`config.mk`:
```
export PLATFORM = sky130hd
export DESIGN_NAME = combinatorics_count_unit_flat
export DESIGN_NICKNAME = d
export VERILOG_FILES = /design/src/rtl/ccu_pkg.sv /design/src/rtl/ccu_if.sv /design/src/rtl/ccu_dpath.sv /design/src/rtl/ccu_ctrl.sv /design/src/rtl/combinatorics_count_unit.sv /design/src/flat_wrapper.sv
export SDC_FILE = /design/constraint.sdc
export NUM_CORES = 1
export LEC_CHECK = 0
export BUFFER_PORTS_ARGS = -buffer_cell sky130_fd_sc_hd__buf_2
export CORE_AREA = 2 2 215 217
export DETAILED_ROUTE_END_ITERATION = 12
export DIE_AREA = 0 0 217 219
export PLACE_DENSITY_LB_ADDON = 0.12
export SYNTH_ARGS = -nofsm -noshare
export SYNTH_HDL_FRONTEND = slang
export SYNTH_SLANG_ARGS = --single-unit
export TNS_END_PERCENT = 10
```
`constraint.sdc`:
```
create_clock -name i_clk -period 7.6 [get_ports i_clk]
set_input_delay 1.52 -clock i_clk [delete_from_list [all_inputs] [get_ports i_clk]]
set_output_delay 1.52 -clock i_clk [all_outputs]
set_load 0.005 [all_outputs]
```
`src/rtl/ccu_pkg.sv`:
```
// Package for the combinatorics counting unit: widths, operation codes and
// the command and status bundles between controller and datapath.
// No dependencies.
`timescale 1ns / 1ps

package ccu_pkg;

    // Width of n and k.
    localparam int N_WIDTH = 6;
    // Width of a result value (signed 64-bit range without the sign bit).
    localparam int VAL_W   = 63;
    // Width of one product acc * m, and of the dividend of the exact division.
    localparam int PROD_W  = VAL_W + N_WIDTH;
    // Width of the division step counter.
    localparam int BIT_W   = $clog2(PROD_W);

    localparam logic [VAL_W-1:0] VAL_MAX = {VAL_W{1'b1}};

    // Operation codes of a request.
    typedef enum logic [1:0] {
        OP_COMB = 2'd0,
        OP_PERM = 2'd1,
        OP_FACT = 2'd2,
        OP_NONE = 2'd3
    } t_op;

    // Commands from the controller to the datapath.
    typedef struct packed {
        logic load;
        logic mul;
        logic div_step;
        logic commit;
        logic publish;
    } t_dp_cmd;

    // Status from the datapath to the controller.
    typedef struct packed {
        logic iter_done;
        logic is_comb;
        logic div_last;
        logic prod_ovf;
    } t_dp_sts;

endpackage

```
`src/rtl/ccu_if.sv`:
```
// Request and result channel interfaces of the combinatorics counting unit.
// Depends on ccu_pkg.
`timescale 1ns / 1ps

interface ccu_req_if import ccu_pkg::*; ();
    logic               valid;
    logic               ready;
    t_op                op;
    logic [N_WIDTH-1:0] n;
    logic [N_WIDTH-1:0] k;

    modport source (output valid, output op, output n, output k, input ready);
    modport sink   (input valid, input op, input n, input k, output ready);
endinterface

interface ccu_res_if import ccu_pkg::*; ();
    logic             valid;
    logic             ready;
    logic [VAL_W-1:0] value;
    logic             overflow;

    modport source (output valid, output value, output overflow, input ready);
    modport sink   (input valid, input value, input overflow, output ready);
endinterface

```
`src/rtl/ccu_dpath.sv`:
```
// Datapath of the combinatorics counting unit: operand registers, the
// accumulator, one multiplier and a bit-serial restoring divider.
// Depends on ccu_pkg.
`timescale 1ns / 1ps

module ccu_dpath import ccu_pkg::*; (
    input  logic               i_clk,
    input  logic               i_rst_n,
    input  t_dp_cmd            i_cmd,
    output t_dp_sts            o_sts,
    input  t_op                i_op,
    input  logic [N_WIDTH-1:0] i_n,
    input  logic [N_WIDTH-1:0] i_k,
    output logic [VAL_W-1:0]   o_value,
    output logic               o_overflow
);

    logic               r_comb;
    logic [N_WIDTH-1:0] r_n;
    logic [N_WIDTH-1:0] r_cnt;
    logic [N_WIDTH-1:0] r_i;
    logic [VAL_W-1:0]   r_acc;
    logic               r_ovf;
    logic [PROD_W-1:0]  r_prod;
    logic [N_WIDTH-1:0] r_rem;
    logic [BIT_W-1:0]   r_bit;
    logic [VAL_W-1:0]   r_value;
    logic               r_overflow;

    logic [N_WIDTH-1:0] w_cnt;
    logic               w_zero;
    logic [N_WIDTH-1:0] w_m;
    logic [N_WIDTH-1:0] w_d;
    logic [PROD_W-1:0]  w_prod;
    logic [N_WIDTH:0]   w_rem_sh;
    logic               w_ge;
    logic [N_WIDTH:0]   w_rem_sub;

    // Iteration count and empty-result decision for a new request. Factorial
    // is the falling product of n with itself; combinations use the smaller
    // of k and n-k.
    always_comb begin
        w_cnt  = '0;
        w_zero = 1'b0;
        case (i_op)
            OP_COMB: begin
                if (i_k > i_n) begin
                    w_zero = 1'b1;
                end else if (i_k > (i_n >> 1)) begin
                    w_cnt = i_n - i_k;
                end else begin
                    w_cnt = i_k;
                end
            end
            OP_PERM: begin
                if (i_k > i_n) begin
                    w_zero = 1'b1;
                end else begin
                    w_cnt = i_k;
                end
            end
            OP_FACT: begin
                w_cnt = i_n;
            end
            default: begin
                w_zero = 1'b1;
            end
        endcase
    end

    // Multiplier factor, divisor and the product of one iteration.
    assign w_m    = r_n - r_i;
    assign w_d    = r_i + N_WIDTH'(1);
    assign w_prod = r_acc * w_m;

    // One restoring division step on the top dividend bit.
    assign w_rem_sh  = {r_rem, r_prod[PROD_W-1]};
    assign w_ge      = (w_rem_sh >= {1'b0, w_d});
    assign w_rem_sub = w_rem_sh - {1'b0, w_d};

    // Control registers: counters and the overflow mark.
    always_ff @(posedge i_clk) begin
        if (!i_rst_n) begin
            r_i   <= '0;
            r_cnt <= '0;
            r_ovf <= 1'b0;
            r_bit <= '0;
        end else begin
            if (i_cmd.load) begin
                r_i   <= '0;
                r_cnt <= w_cnt;
                r_ovf <= 1'b0;
            end
            if (i_cmd.mul) begin
                r_bit <= '0;
            end
            if (i_cmd.div_step) begin
                r_bit <= r_bit + BIT_W'(1);
            end
            if (i_cmd.commit) begin
                if (r_prod[PROD_W-1:VAL_W] != '0) begin
                    r_ovf <= 1'b1;
                end else begin
                    r_i <= r_i + N_WIDTH'(1);
                end
            end
        end
    end

    // Payload registers: operands, accumulator, product and result.
    always_ff @(posedge i_clk) begin
        if (i_cmd.load) begin
            r_comb <= (i_op == OP_COMB);
            r_n    <= i_n;
            r_acc  <= w_zero ? '0 : VAL_W'(1);
        end
        if (i_cmd.mul) begin
            r_prod <= w_prod;
            r_rem  <= '0;
        end
        if (i_cmd.div_step) begin
            r_rem  <= w_ge ? w_rem_sub[N_WIDTH-1:0] : w_rem_sh[N_WIDTH-1:0];
            r_prod <= {r_prod[PROD_W-2:0], w_ge};
        end
        if (i_cmd.commit && (r_prod[PROD_W-1:VAL_W] == '0)) begin
            r_acc <= r_prod[VAL_W-1:0];
        end
        if (i_cmd.publish) begin
            r_value    <= r_ovf ? VAL_MAX : r_acc;
            r_overflow <= r_ovf;
        end
    end

    // Status towards the controller.
    assign o_sts.iter_done = (r_i == r_cnt);
    assign o_sts.is_comb   = r_comb;
    assign o_sts.div_last  = (r_bit == BIT_W'(PROD_W - 1));
    assign o_sts.prod_ovf  = (r_prod[PROD_W-1:VAL_W] != '0);

    assign o_value    = r_value;
    assign o_overflow = r_overflow;

    // The remainder always stays below the divisor.
    a_rem_below_div: assert property (@(posedge i_clk) disable iff (!i_rst_n)
        i_cmd.div_step |-> (r_rem < w_d))
        else $error("division remainder reached the divisor");

    // The iteration index never passes the iteration count.
    a_index_in_range: assert property (@(posedge i_clk) disable iff (!i_rst_n)
        !i_cmd.load |-> (r_i <= r_cnt))
        else $error("iteration index beyond its count");

endmodule

```
`src/rtl/ccu_ctrl.sv`:
```
// Controller of the combinatorics counting unit: sequences load, multiply,
// divide and commit steps and owns the handshake of both channels.
// Depends on ccu_pkg.
`timescale 1ns / 1ps

module ccu_ctrl import ccu_pkg::*; (
    input  logic    i_clk,
    input  logic    i_rst_n,
    input  logic    i_in_valid,
    output logic    o_in_ready,
    output logic    o_out_valid,
    input  logic    i_out_ready,
    output t_dp_cmd o_cmd,
    input  t_dp_sts i_sts
);

    typedef enum logic [2:0] {
        S_IDLE,
        S_TEST,
        S_MUL,
        S_DIV,
        S_COMMIT,
        S_OUT
    } t_state;

    t_state r_state;
    t_state n_state;
    logic   r_out_valid;
    logic   n_out_valid;
    logic   w_slot_free;

    assign w_slot_free = !r_out_valid || i_out_ready;

    // Next state and command decode.
    always_comb begin
        n_state = r_state;
        o_cmd   = '0;
        case (r_state)
            S_IDLE: begin
                if (i_in_valid) begin
                    o_cmd.load = 1'b1;
                    n_state    = S_TEST;
                end
            end
            S_TEST: begin
                n_state = i_sts.iter_done ? S_OUT : S_MUL;
            end
            S_MUL: begin
                o_cmd.mul = 1'b1;
                n_state   = i_sts.is_comb ? S_DIV : S_COMMIT;
            end
            S_DIV: begin
                o_cmd.div_step = 1'b1;
                if (i_sts.div_last) begin
                    n_state = S_COMMIT;
                end
            end
            S_COMMIT: begin
                o_cmd.commit = 1'b1;
                n_state      = i_sts.prod_ovf ? S_OUT : S_TEST;
            end
            S_OUT: begin
                if (w_slot_free) begin
                    o_cmd.publish = 1'b1;
                    n_state       = S_IDLE;
                end
            end
            default: begin
                n_state = S_IDLE;
            end
        endcase
    end

    // The result register stays full until its result is taken.
    always_comb begin
        if (o_cmd.publish) begin
            n_out_valid = 1'b1;
        end else if (i_out_ready) begin
            n_out_valid = 1'b0;
        end else begin
            n_out_valid = r_out_valid;
        end
    end

    // State and registered outputs.
    always_ff @(posedge i_clk) begin
        if (!i_rst_n) begin
            r_state     <= S_IDLE;
            r_out_valid <= 1'b0;
        end else begin
            r_state     <= n_state;
            r_out_valid <= n_out_valid;
        end
    end

    assign o_in_ready  = (r_state == S_IDLE);
    assign o_out_valid = r_out_valid;

    // A new result is written only into a free or draining result register.
    a_publish_free: assert property (@(posedge i_clk) disable iff (!i_rst_n)
        o_cmd.publish |-> w_slot_free)
        else $error("result written over a pending result");

    // An accepted request always starts work.
    a_accept_starts: assert property (@(posedge i_clk) disable iff (!i_rst_n)
        (i_in_valid && o_in_ready) |=> (r_state == S_TEST))
        else $error("accepted request did not start");

    // A commit is only reached after a multiply.
    a_commit_order: assert property (@(posedge i_clk) disable iff (!i_rst_n)
        (r_state == S_COMMIT) |-> ($past(r_state) == S_MUL || $past(r_state) == S_DIV))
        else $error("commit without a product");

endmodule

```
`src/rtl/combinatorics_count_unit.sv`:
```
// Top level of the combinatorics counting unit: binds the controller and the
// datapath to the request and result channels.
// Depends on ccu_pkg, ccu_if, ccu_ctrl and ccu_dpath.
//
//   Channel   Direction  Payload                      Handshake
//   i_req     in         op (2), n (6), k (6)         valid / ready
//   o_res     out        value (63), overflow (1)     valid / ready
//
// One request is worked on at a time; the next is taken once the result
// sits in the output register, even while that result still waits.
// Combinations run k' = min(k, n-k) iterations of test, multiply, divide
// and commit steps; the bit-serial divider works one bit per cycle over the
// 69-bit product. Permutations and factorials run k (or n) iterations of
// test, multiply and commit steps. An early overflow ends the work at once.
// Reset is synchronous and active low and clears the controller state and
// the datapath counters; operand and result registers keep their contents.
`timescale 1ns / 1ps

module combinatorics_count_unit import ccu_pkg::*; (
    input  logic           i_clk,
    input  logic           i_rst_n,
    ccu_req_if.sink        i_req,
    ccu_res_if.source      o_res
);

    t_dp_cmd w_cmd;
    t_dp_sts w_sts;

    // Sequencer.
    ccu_ctrl u_ctrl (
        .i_clk       (i_clk),
        .i_rst_n     (i_rst_n),
        .i_in_valid  (i_req.valid),
        .o_in_ready  (i_req.ready),
        .o_out_valid (o_res.valid),
        .i_out_ready (o_res.ready),
        .o_cmd       (w_cmd),
        .i_sts       (w_sts)
    );

    // Arithmetic.
    ccu_dpath u_dpath (
        .i_clk      (i_clk),
        .i_rst_n    (i_rst_n),
        .i_cmd      (w_cmd),
        .o_sts      (w_sts),
        .i_op       (i_req.op),
        .i_n        (i_req.n),
        .i_k        (i_req.k),
        .o_value    (o_res.value),
        .o_overflow (o_res.overflow)
    );

endmodule

```
`src/flat_wrapper.sv`:
```
// flat-port wrapper written by rule: the top's interface ports become plain ports
module combinatorics_count_unit_flat import ccu_pkg::*;
  (i_clk, i_rst_n, i_req_valid, i_req_op, i_req_n, i_req_k, i_req_ready, o_res_valid, o_res_value, o_res_overflow, o_res_ready);
  ccu_req_if i_req_i ();
  ccu_res_if o_res_i ();
  input  logic i_clk;
  input  logic i_rst_n;
  input wire logic [$bits(i_req_i.valid)-1:0] i_req_valid;
  input wire logic [$bits(i_req_i.op)-1:0] i_req_op;
  input wire logic [$bits(i_req_i.n)-1:0] i_req_n;
  input wire logic [$bits(i_req_i.k)-1:0] i_req_k;
  output wire logic [$bits(i_req_i.ready)-1:0] i_req_ready;
  output wire logic [$bits(o_res_i.valid)-1:0] o_res_valid;
  output wire logic [$bits(o_res_i.value)-1:0] o_res_value;
  output wire logic [$bits(o_res_i.overflow)-1:0] o_res_overflow;
  input wire logic [$bits(o_res_i.ready)-1:0] o_res_ready;
  assign i_req_i.valid = i_req_valid;
  assign i_req_i.op = i_req_op;
  assign i_req_i.n = i_req_n;
  assign i_req_i.k = i_req_k;
  assign i_req_ready = i_req_i.ready;
  assign o_res_valid = o_res_i.valid;
  assign o_res_value = o_res_i.value;
  assign o_res_overflow = o_res_i.overflow;
  assign o_res_i.ready = o_res_ready;
  combinatorics_count_unit u_core (.i_clk(i_clk), .i_rst_n(i_rst_n), .i_req(i_req_i), .o_res(o_res_i));
endmodule
```
* Word-level counts from Yosys, hierarchy flattened *
Index checks and enable logic that the tools add are counted.

storage, ports and cells
  register bits = 233
  input port bits = 18
  output and inout port bits = 66
  logic and storage cells = 84

operators by class
  add/sub/neg operators = 5
  multipliers = 1
  $lt $le $gt $ge = 3
  equality and inequality tests = 12
  multiplexer cells = 38
  reduce and logical (&&, ||, !) cells = 12

operator list
  operator               count
  $mux W69               2
  $mux W63               2
  $mul A63 B6 Y69        1
  $mux W6                9
  $mux W3                6
  $pmux W3 S6            1
  $pmux W6 S3            1
  $sub A6 B6 Y6          3
  $mux W1                14
  $mux W7                2
  $add A7 B1 Y7 const B  1
  $eq A7 B7 Y1 const B   1
  $ge A7 B6 Y1           1
  $add A6 B1 Y6 const B  1
  $eq A3 B2 Y1 const B   2
  $eq A3 B3 Y1 const B   2
  $eq A6 B6 Y1           1
  $gt A6 B5 Y1           1
  $gt A6 B6 Y1           1
  $logic_not A6 Y1       1
  $ne A2 B2 Y1 const B   3
  $reduce_bool A2 Y1     3
  $reduce_bool A6 Y1     1
  $eq A3 B1 Y1 const B   1
  other kinds (10)       10

* Depth between registers and ports, before layout *
Gate-level depths: netlist of the first run.

  word-level depth = 6
  depth in mapped cells = 26
  mapped depth without buffers = 24

* Modules after synthesis *
Synthesis of the first run repeated with hierarchy kept, for this count alone.

unflattened totals
  cells, all modules = 2341
  area total of the unflattened synthesis = 22479.1 um2

by module, submodules not included
  module     times used  cells each  area an instance (um2)  sequential area each (um2)
  ccu_dpath  1           2302        22162.5                 6676.4
  ccu_ctrl   1           39          316.6                   80.1

* Worst setup path before layout of the first run *
No wires, ideal clock.

  kind = reg-to-reg
  start point = register u_core.u_dpath.r_i[1]
  end point = register u_core.u_dpath.r_prod[63], data pin
  library setup time = 263 ps
  arrival = 5726 ps
  required time = 7337 ps
  path slack = 1611 ps
  stages on the path, launching flop included = 24
  path buffers = 1
  clock period less this slack = 5989 ps
  cells stage by stage = dfxtp_1 > inv_1 > ha_1 > a21o_1 > a21oi_1 > o21bai_1 > a21oi_1 > xnor2_1 > clkbuf_1 > nand2_1 > fa_1 > fa_1 > fa_1 > inv_1 > ha_1 > a211oi_1 > o21ai_2 > o221ai_2 > o21ai_2 > a41oi_2 > o41a_1 > o41ai_2 > xnor2_1 > o21ai_1

on the way
  longest elaborated chain between the ends = 4

RTL lines
  what                      RTL line          text
  start: declaration        ccu_dpath.sv:21   logic [N_WIDTH-1:0] r_i;
  start signal: assignment  ccu_dpath.sv:104  r_i <= r_i + N_WIDTH'(1);
  $sub A6 B6 Y6             ccu_dpath.sv:72   assign w_m = r_n - r_i;
  $mul A63 B6 Y69           ccu_dpath.sv:74   assign w_prod = r_acc * w_m;
  $mux W69                  ccu_dpath.sv:117  if (i_cmd.mul) begin
  $mux W69                  ccu_dpath.sv:121  if (i_cmd.div_step) begin
  end signal: assignment    ccu_dpath.sv:118  r_prod <= w_prod;
  end signal: assignment    ccu_dpath.sv:123  r_prod <= {r_prod[PROD_W-2:0], w_ge};
  end: declaration          ccu_dpath.sv:24   logic [PROD_W-1:0] r_prod;

Every way passes these cells. The select of a mux whose other input is x is not followed.
A chain may end at the register's enable or synchronous reset.

* Worst setup path after layout of the first run *
  start point = register u_core.u_dpath.r_i[1]
  end point = register u_core.u_dpath.r_prod[54], data pin

The elaborated chain is that of the path after synthesis.

==> results by group, run 1 <==
Clocking
  – Setup Buffers After CTS: 0
  – Htree depth: 1
  – Root Buffer: clkbuf_16
  – CTS tree: done
  – Post-CTS Hold Buffers: 0
  – Worst-skew pair later-pin latency: 0.58 ns
  – Clk pin slew, worst setup/hold paths: 0.06 ns
  – Clock tree sinks: 233
  – Clk buf depth: 3
  – Total CTS buffers: 30
  – Post_cts resized: 0

Route
  – DRC errors left: 0
  – WL/cell: 18.2 um
  – DRT Pass-1 Iters: 5
  – Mean number of vias per cell: 5.51
  – Routed wire length: 54.3 mm
  – Vias: 16500
  – First DRT Iteration DRCs: 1188
  – Routed Antenna Nets: 0

Timing
  – Worst-Margin Slew: 1.07 ns
  – Highest Clock Rate: 0.142 GHz
  – Rel. slew slack: 28.6%
  – Period utilisation layout: 92.7%
  – Minimum clock period: 7.04 ns
  – RSZ-0062 raised after global routing: no
  – Setup Skew: 0.0181 ns
  – # setup viols final: 0
  – Final hold violations: 0
  – Setup TNS: 0 ns
  – Max Slew Vio Count: 0

Placement
  – Dpl hpwl: 39.5 mm
  – I/O Buffers: 83
  – Routability cong.: 0.946
  – Dpl cell area: 23300 um2

Status
  – Status: complete, no violations

Synthesis
  – Synth Instances: 2331
  – Asr flop ratio synth: 0%
  – Post-Synth Simple-Gate Area: 20.6%
  – Proportion of synthesized area in mux cells: 0.461%
  – Post-synth top area cell: edfxtp_1
  – Synth top area share: 28.2%
  – Top-count cell post-synth: inv_1
  – Netlist cell types: 70
  – Complex-gate fraction of the synthesized area: 10.5%
  – Synth Area in XOR/XNOR: 3.11%
  – Synth area leaders: edfxtp_1 (28%), fa_1 (22%), and2_1 (7.3%)
  – Ys Warns: 0
  – Top post-synthesis cells by count: inv_1 (306), and2_1 (259), fa_1 (248), nand2_1 (235), edfxtp_1 (209)
  – Primary FF master, synth: edfxtp_1
  – Synthesized flop and latch total: 233
  – Syn Area/Cell: 9.55 um2
  – Adder-Cell Fraction of Synth Area: 28.0%
  – Combinational family with the most area after synthesis: adder cells
  – EDFF count, synth: 209
  – Mapped Nets: 2699
  – Post-synthesis sequential area ratio: 30.3%
  – Post-Syn Area: 22300 um2

Floorplan
  – Starting Density: 49.4%
  – Die Ht: 219 um
  – I/O pins: 84
  – Row cnt: 78
  – Core area: 45100 um2
  – Die footprint: 47500 um2
  – Die Wd: 217 um

Global routing
  – Vias in the first global route: 17300
  – Global-route wire length before repair: 90.2 mm
  – Total gr overflow: 0
  – Total GRT Usage: 23.6%
  – Initial antenna violation count: 0
  – Largest net degree at the start of global routing: 70

Setup path
  – R2R setup slack: 0.56 ns
  – Worst r2r src: u_core.u_dpath.r_i[1]
  – WP data required: 7.93 ns
  – Startpoint Class: flip-flop
  – CP arrival: 7.37 ns
  – Crit-path max FO: 32
  – Worst r2r dst: u_core.u_dpath.r_prod[54]
  – Reg2reg path depth: 23
  – Crit Path Class: flip-flop to flip-flop
  – CP endpoint kind: flip-flop

Min path
  – Worst Hold End: u_core.u_dpath.r_cnt[2]
  – Hold Path Class: flip-flop to flip-flop
  – Min-delay src: u_core.u_dpath.r_cnt[2]
  – WHS Path Cells: 2

Cells and area
  – Final instance area: 24300 um2
  – Area grow syn2layout: 9.04%
  – Antenna cells: 0
  – Share of layout cells above drive strength 1: 10.6%
  – Fillers: 4127
  – Nets: 2733

Flow run
  – Max Cap Violations: 0
layer usage:
| layer | GRT usage [%] | up-vias | part of all wire, % |
|---|---|---|---|
| met5 | 0 | - | 0 |
| li1 | - | 7672 | - |
| met4 | 6.76 | 0 | 2.5 |
| met3 | 1.79 | 88 | 3.6 |
| met2 | 41.4 | 363 | 49 |
| met1 | 31.6 | 8355 | 45 |
worst max path at each step:
stage,cells past startpoint,end,from,slack (ns)
finish,23,u_core.u_dpath.r_prod[54],u_core.u_dpath.r_i[1],0.56
detailed placement,23,u_core.u_dpath.r_prod[54],u_core.u_dpath.r_i[1],0.60
global route,23,u_core.u_dpath.r_prod[66],u_core.u_dpath.r_i[1],0.03
CTS,22,u_core.u_dpath.r_prod[57],u_core.u_dpath.r_i[2],0.59
floorplan,23,u_core.u_dpath.r_prod[63],u_core.u_dpath.r_i[1],1.61
global placement,22,u_core.u_dpath.r_prod[57],u_core.u_dpath.r_i[2],0.68
cell families after synthesis:
family,count (synthesis)
XOR/XNOR,79
flip-flops,233
AND/OR/NAND/NOR,874
AO/OA/AOI/OAI,374
buffers and inverters,411
adder cells (fa/ha/maj),350
multiplexers,10
registers in the layout (all words and copies together), names as in the netlist, 3 cells and up:
signal	count
u_core.u_dpath.r_cnt	6
u_core.u_dpath.r_acc	63
u_core.u_dpath.r_n	6
u_core.u_dpath.r_i	6
u_core.u_dpath.r_bit	7
u_core.u_dpath.r_prod	69
u_core.u_ctrl.r_state	3
u_core.u_dpath.o_value	63
u_core.u_dpath.r_rem	6
layout by cell type (no fill, tap or decap), drive strengths merged, types with 11 or more instances in the layout:
cell      n
edfxtp  209
a211oi   11
or2      71
inv     306
o21bai   16
buf     106
xor2     28
fa      248
nand4    21
a21o     41
nand2b   65
o21ai    79
nor2b    17
nand2   237
a21oi   147
nand3    32
nor2    108
and3     12
ha      102
dfxtp    24
clkinv   13
and2    259
nor3     25
xnor2    51
clkbuf   41
metrics by stage:
| stage | utilization [%] | setup WS [ns] | hold slack [ns] | std cells |
|---|---|---|---|---|
| after global placement | 51.7 | 0.684 | 0.477 | 2933 |
| after global routing | 53.8 | 0.0270 | 0.538 | 2988 |
| after CTS | 53.8 | 0.591 | 0.495 | 2988 |
| after floorplan | - | 1.61 | 0.426 | 2331 |
| after detailed placement | 51.7 | 0.603 | 0.487 | 2933 |
| final | 53.8 | 0.555 | 0.490 | 2988 |
worst max-delay path, stage by stage, from the launching register on:
cell      delay, ns
dfxtp_1        0.42
inv_1          0.11
ha_1           0.28
a21o_1         0.18
a21oi_1        0.29
o21bai_1       0.10
a21oi_1        0.23
xnor2_2        0.25
buf_4          0.35
and2_1         0.23
fa_1           0.54
inv_1          0.05
fa_1           0.53
inv_1          0.06
fa_1           0.48
ha_1           0.41
nand4_1        0.17
a211oi_1       0.49
o31a_1         0.24
a31oi_1        0.18
o41a_1         0.56
o21ai_0        0.38
and3_1         0.21
nor3_1         0.05
cell type report:
cell class | count | area (um2) | area share, %
multi-input combinational | 1687 | 14000 | 57.8
sequential | 233 | 6760 | 27.8
inverter | 307 | 1150 | 4.75
clock buffer | 41 | 858 | 3.54
tap | 600 | 751 | 3.09
timing repair buffer | 106 | 601 | 2.47
clock inverter | 14 | 128 | 0.526
Power of run 1 is left out: the tool's default activity adds up to more than one toggle a clock period on the data nets, which glitch-free logic cannot reach.
==> run 2: changes to the inputs <==
- CTS_BUF_LIST: not set -> sky130_fd_sc_hd__clkbuf_16
==> run 2 against run 1 <==
Net effect: die area stayed put; highest routed layer unchanged; non-clock buffer count unchanged; setup slack worse by 0.047 ns; critical endpoint unchanged.
==> results by group, run 2 (same netlist as run 1, synthesis figures left out) <==
Cells and area
  – Nets: 2733
  – Max reg flops: 69
  – Final instance area: 24300 um2
  – Commonest non-fill, non-tap cells in the layout: inv_1 (312), and2_1 (259), fa_1 (247)
  – Antenna cells: 0
  – Share of layout cells above drive strength 1: 10.6%
  – Commonest non-fill, non-tap cell in the layout: inv_1
  – Biggest register: u_core.u_dpath.r_prod
  – Area grow syn2layout: 8.94%

Global routing
  – Total GRT Usage: 23.6%
  – Total gr overflow: 0
  – Initial antenna violation count: 0
  – Largest net degree at the start of global routing: 70
  – Global-route wire length before repair: 90.2 mm
  – Vias in the first global route: 17300

Placement
  – I/O Buffers: 83
  – Dpl cell area: 23300 um2
  – Routability cong.: 0.946
  – Dpl hpwl: 39.5 mm

Route
  – DRT Pass-1 Iters: 5
  – Vias: 16500
  – Routed wire length: 54.4 mm
  – Routed Antenna Nets: 0
  – Mean number of vias per cell: 5.52
  – DRC errors left: 0
  – WL/cell: 18.2 um
  – First DRT Iteration DRCs: 1184

Timing
  – # setup viols final: 0
  – Minimum clock period: 7.09 ns
  – Setup Skew: 0.0183 ns
  – Period utilisation layout: 93.3%
  – Max Slew Vio Count: 0
  – Rel. slew slack: 28.7%
  – Final hold violations: 0
  – RSZ-0062 raised after global routing: no
  – Setup TNS: 0 ns
  – Highest Clock Rate: 0.141 GHz
  – Worst-Margin Slew: 1.07 ns

Clocking
  – Post_cts resized: 0
  – Setup Buffers After CTS: 0
  – Clk pin slew, worst setup/hold paths: 0.06 ns
  – Clock tree sinks: 233
  – Worst-skew pair later-pin latency: 0.58 ns
  – Clk buf depth: 3
  – Htree depth: 1
  – Root Buffer: clkbuf_16
  – Total CTS buffers: 30
  – Post-CTS Hold Buffers: 0
  – CTS tree: done

Setup path
  – Reg2reg path depth: 23
  – Crit-path max FO: 32
  – Worst r2r dst: u_core.u_dpath.r_prod[54]
  – Worst r2r src: u_core.u_dpath.r_i[1]
  – R2R setup slack: 0.51 ns
  – CP arrival: 7.42 ns
  – Crit path cell chain: inv_1 -> ha_1 -> a21o_1 -> a21oi_1 -> o21bai_1 -> a21oi_1 -> xnor2_2 -> buf_4 -> and2_1 -> fa_1 -> inv_1 -> fa_1 -> inv_1 -> fa_1 -> ha_1 -> nand4_1 -> a211oi_1 -> o31a_1 -> a31oi_1 -> o41a_1 -> o21ai_0 -> and3_1 -> nor3_1
  – WP buf/inv: 4
  – CP endpoint kind: flip-flop
  – Slowest cell on crit path: o41a_1
  – WP data required: 7.93 ns
  – Crit Path Class: flip-flop to flip-flop
  – CP peak stage delay: 0.56 ns
  – Startpoint Class: flip-flop
  – Delay-heaviest family, CP: compound AO/OA/AOI/OAI gates

Floorplan
  – Starting Density: 49.4%
  – Die footprint: 47500 um2
  – Row cnt: 78
  – Core area: 45100 um2
  – Die Wd: 217 um
  – Die Ht: 219 um
  – I/O pins: 84

Min path
  – Min-delay src: u_core.u_dpath.r_cnt[2]
  – Hold Path Class: flip-flop to flip-flop
  – WHS Path Cells: 2
  – Worst Hold End: u_core.u_dpath.r_cnt[2]

Status
  – Status: complete, no violations

Flow run
  – Max Cap Violations: 0
==> run 2: cell types whose count changed in the layout (fill, tap and decap cells not counted), sizes merged <==
| cell | delta |
|---|---|
| inv | +9 |
| clkbuf | -9 |
==> run 2: area by class of cell <==
type	instances	area, um2
Fill cell	4132	20800
Multi-Input combinational cell	1687	14000
Sequential cell	233	6760
Inverter	307	1150
Clock buffer	32	801
Tap cell	600	751
Timing Repair Buffer	106	601
Clock inverter	23	161
==> run 2: tightest hold or removal path, stage by stage, from the launching register on <==
cell	delay (ns)
dfxtp_1	0.32
nand2_1	0.06
a21boi_0	0.06
==> run 2: per-stage QoR <==
stage               std cells  hold slack [ns]  setup slack [ns]  util (%)
finish                   2988            0.490             0.508      53.8
CTS                      2988            0.495             0.590      53.8
global placement         2933            0.477             0.684      51.7
floorplan                2331            0.426              1.61         -
global route             2988            0.538            0.0267      53.8
detailed placement       2933            0.487             0.603      51.7
==> run 2: worst max path at each step <==
stage	start	end	slack [ns]	cells after the start
finish	u_core.u_dpath.r_i[1]	u_core.u_dpath.r_prod[54]	0.51	23
global route	u_core.u_dpath.r_i[1]	u_core.u_dpath.r_prod[66]	0.03	23
CTS	u_core.u_dpath.r_i[2]	u_core.u_dpath.r_prod[57]	0.59	22
detailed placement	u_core.u_dpath.r_i[1]	u_core.u_dpath.r_prod[54]	0.60	23
global placement	u_core.u_dpath.r_i[2]	u_core.u_dpath.r_prod[57]	0.68	22
floorplan	u_core.u_dpath.r_i[1]	u_core.u_dpath.r_prod[63]	1.61	23
==> run 2: routing by layer <==
layer  part of all wire (%)  global-route usage (%)  vias to the layer above
li1                       -                       -                     7672
met1                     45                    31.6                     8359
met2                     49                    41.4                      363
met3                    3.6                    1.79                       86
met4                    2.5                    6.76                        0
met5                      0                       0                        -
Power of run 2 is left out for the same reason.
==> run 3: changes to the inputs <==
- CORE_AREA: 2 2 215 217 -> 2 2 302 155
- DIE_AREA: 0 0 217 219 -> 0 0 304 157
==> run 3 against run 2 <==
Net effect: register-to-register slack got worse by 0.02 ns; critical path depth rose by 2; final area barely moved; global-route usage fell by 0.57 points; count of clock-buffer cells in the layout fell by 5; wire length fell by 2.9%; first-iteration DRC count fell by 6.4%; cell count fell by 0.23%; worst hold slack got worse by 0.012 ns; fmax fell by 0.22%; largest cell class unchanged.
==> results by group, run 3 (same netlist as run 1, synthesis figures left out) <==
Timing
  – Period utilisation layout: 93.5%
  – Highest Clock Rate: 0.141 GHz
  – Worst-Margin Slew: 1.18 ns
  – Setup Skew: 0.0217 ns
  – Final hold violations: 0
  – Minimum clock period: 7.11 ns
  – # setup viols final: 0
  – RSZ-0062 raised after global routing: no
  – Max Slew Vio Count: 0
  – Rel. slew slack: 21.6%
  – Setup TNS: 0 ns

Cells and area
  – Antenna cells: 0
  – Share of layout cells above drive strength 1: 10.7%
  – Biggest register: u_core.u_dpath.r_prod
  – Commonest non-fill, non-tap cell in the layout: inv_1
  – Area grow syn2layout: 9.02%
  – Nets: 2731
  – Commonest non-fill, non-tap cells in the layout: inv_1 (306), and2_1 (259), fa_1 (247)
  – Max reg flops: 69
  – Final instance area: 24300 um2

Floorplan
  – Row cnt: 55
  – Die Wd: 304 um
  – Core area: 44800 um2
  – Die Ht: 157 um
  – Starting Density: 49.7%
  – I/O pins: 84
  – Die footprint: 47700 um2

Route
  – Routed wire length: 52.8 mm
  – Vias: 16200
  – Highest Signal Layer: met4
  – WL/cell: 17.7 um
  – Met2 WL: 25.4 mm
  – Mean number of vias per cell: 5.42
  – DRC errors left: 0
  – First DRT Iteration DRCs: 1108
  – Wire length on met1: 24.1 mm
  – DRT Pass-1 Iters: 6
  – Met3 Wirelength: 2.44 mm
  – Routed Antenna Nets: 0

Min path
  – Min-delay src: u_core.u_dpath.r_cnt[2]
  – Hold Path Class: flip-flop to flip-flop
  – WHS Path Cells: 2
  – Worst Hold End: u_core.u_dpath.r_cnt[2]

Setup path
  – R2R setup slack: 0.49 ns
  – Crit Path Class: flip-flop to flip-flop
  – Worst r2r dst: u_core.u_dpath.r_prod[68]
  – CP arrival: 7.39 ns
  – CP endpoint kind: flip-flop
  – Worst r2r src: u_core.u_dpath.r_i[1]
  – Startpoint Class: flip-flop
  – Reg2reg path depth: 25
  – Crit-path max FO: 22
  – WP data required: 7.88 ns

Clocking
  – CTS tree: done
  – Total CTS buffers: 27
  – Htree depth: 1
  – Clk pin slew, worst setup/hold paths: 0.06 ns
  – Worst-skew pair later-pin latency: 0.56 ns
  – Clock tree sinks: 233
  – Clk buf depth: 3
  – Root Buffer: clkbuf_16

Global routing
  – Total gr overflow: 0
  – Initial antenna violation count: 0
  – Largest net degree at the start of global routing: 67
  – Vias in the first global route: 16800
  – Global-route wire length before repair: 88.6 mm
  – Total GRT Usage: 23.0%

Status
  – Status: complete, no violations

Flow run
  – Max Cap Violations: 0

Placement
  – Routability cong.: 0.904
  – Dpl hpwl: 38.5 mm
  – I/O Buffers: 83
  – Dpl cell area: 23300 um2
==> run 3: changes by cell type in the layout (fill, tap and decap cells not counted), sizes merged <==
cell      before  now
clkbuf        32   27
clkinv        13   15
inv          315  307
bufinv         2    5
clkinvlp       0    2
buf          106  107
==> run 3: cell type report <==
cell class,instances,area (um2)
multi-input combinational,1687,14000
inverter,307,1150
tap,598,748
fill,4115,20500
clock inverter,22,246
clock buffer,27,676
timing repair buffer,107,649
sequential,233,6760
==> run 3: per-stage QoR <==
step           util, %  cells  setup slack, ns  hold slack [ns]
4_1_cts           54.1   2981           0.0264            0.482
5_1_grt           54.2   2981           0.0235            0.492
2_1_floorplan        -   2331             1.61            0.426
6_report          54.2   2981            0.492            0.478
3_3_place_gp      52.1   2932            0.295            0.472
3_5_place_dp      52.1   2932           0.0878            0.476
==> run 3: worst max-delay path by stage <==
stage / start / to / depth (start not counted)
2_1_floorplan: u_core.u_dpath.r_i[1] / u_core.u_dpath.r_prod[63] / 23
6_report: u_core.u_dpath.r_i[1] / u_core.u_dpath.r_prod[68] / 25
5_1_grt: u_core.u_dpath.r_i[1] / u_core.u_dpath.r_prod[68] / 25
3_5_place_dp: u_core.u_dpath.r_i[2] / u_core.u_dpath.r_prod[68] / 24
3_3_place_gp: u_core.u_dpath.r_i[2] / u_core.u_dpath.r_prod[68] / 24
4_1_cts: u_core.u_dpath.r_i[2] / u_core.u_dpath.r_prod[68] / 24
==> run 3: per-layer routing <==
| layer | vias up | track usage, % |
|---|---|---|
| met3 | 60 | 2.85 |
| met2 | 373 | 40.0 |
| li1 | 7668 | - |
| met1 | 8060 | 31.7 |
| met4 | 0 | 3.77 |
| met5 | - | 0 |
==> run 3: worst max-delay path: stages, from the launching register on <==
cell       delay [ns]
dfxtp_1          0.41
inv_1            0.10
ha_1             0.28
a21o_1           0.18
a21oi_1          0.28
o21bai_1         0.11
a21oi_1          0.34
xnor2_4          0.33
buf_6            0.31
buf_4            0.20
and2_1           0.16
fa_1             0.41
inv_1            0.09
fa_1             0.44
fa_1             0.49
inv_1            0.04
ha_1             0.38
a21oi_1          0.23
o21ai_0          0.17
a221o_1          0.32
a21oi_1          0.33
o21ai_0          0.19
a2111oi_1        0.54
a41oi_1          0.21
xnor2_1          0.19
o21ai_1          0.08
==> run 3: what timing repair did <==
item / 4_1_cts / 5_1_grt
resized for setup: 0 / 3
hold buffers: 0 / 0
endpoints found under the setup margin: 0 / 22
endpoints found under the hold margin: 0 / 0
setup buffers: 0 / 0
Power of run 3 is left out for the same reason.
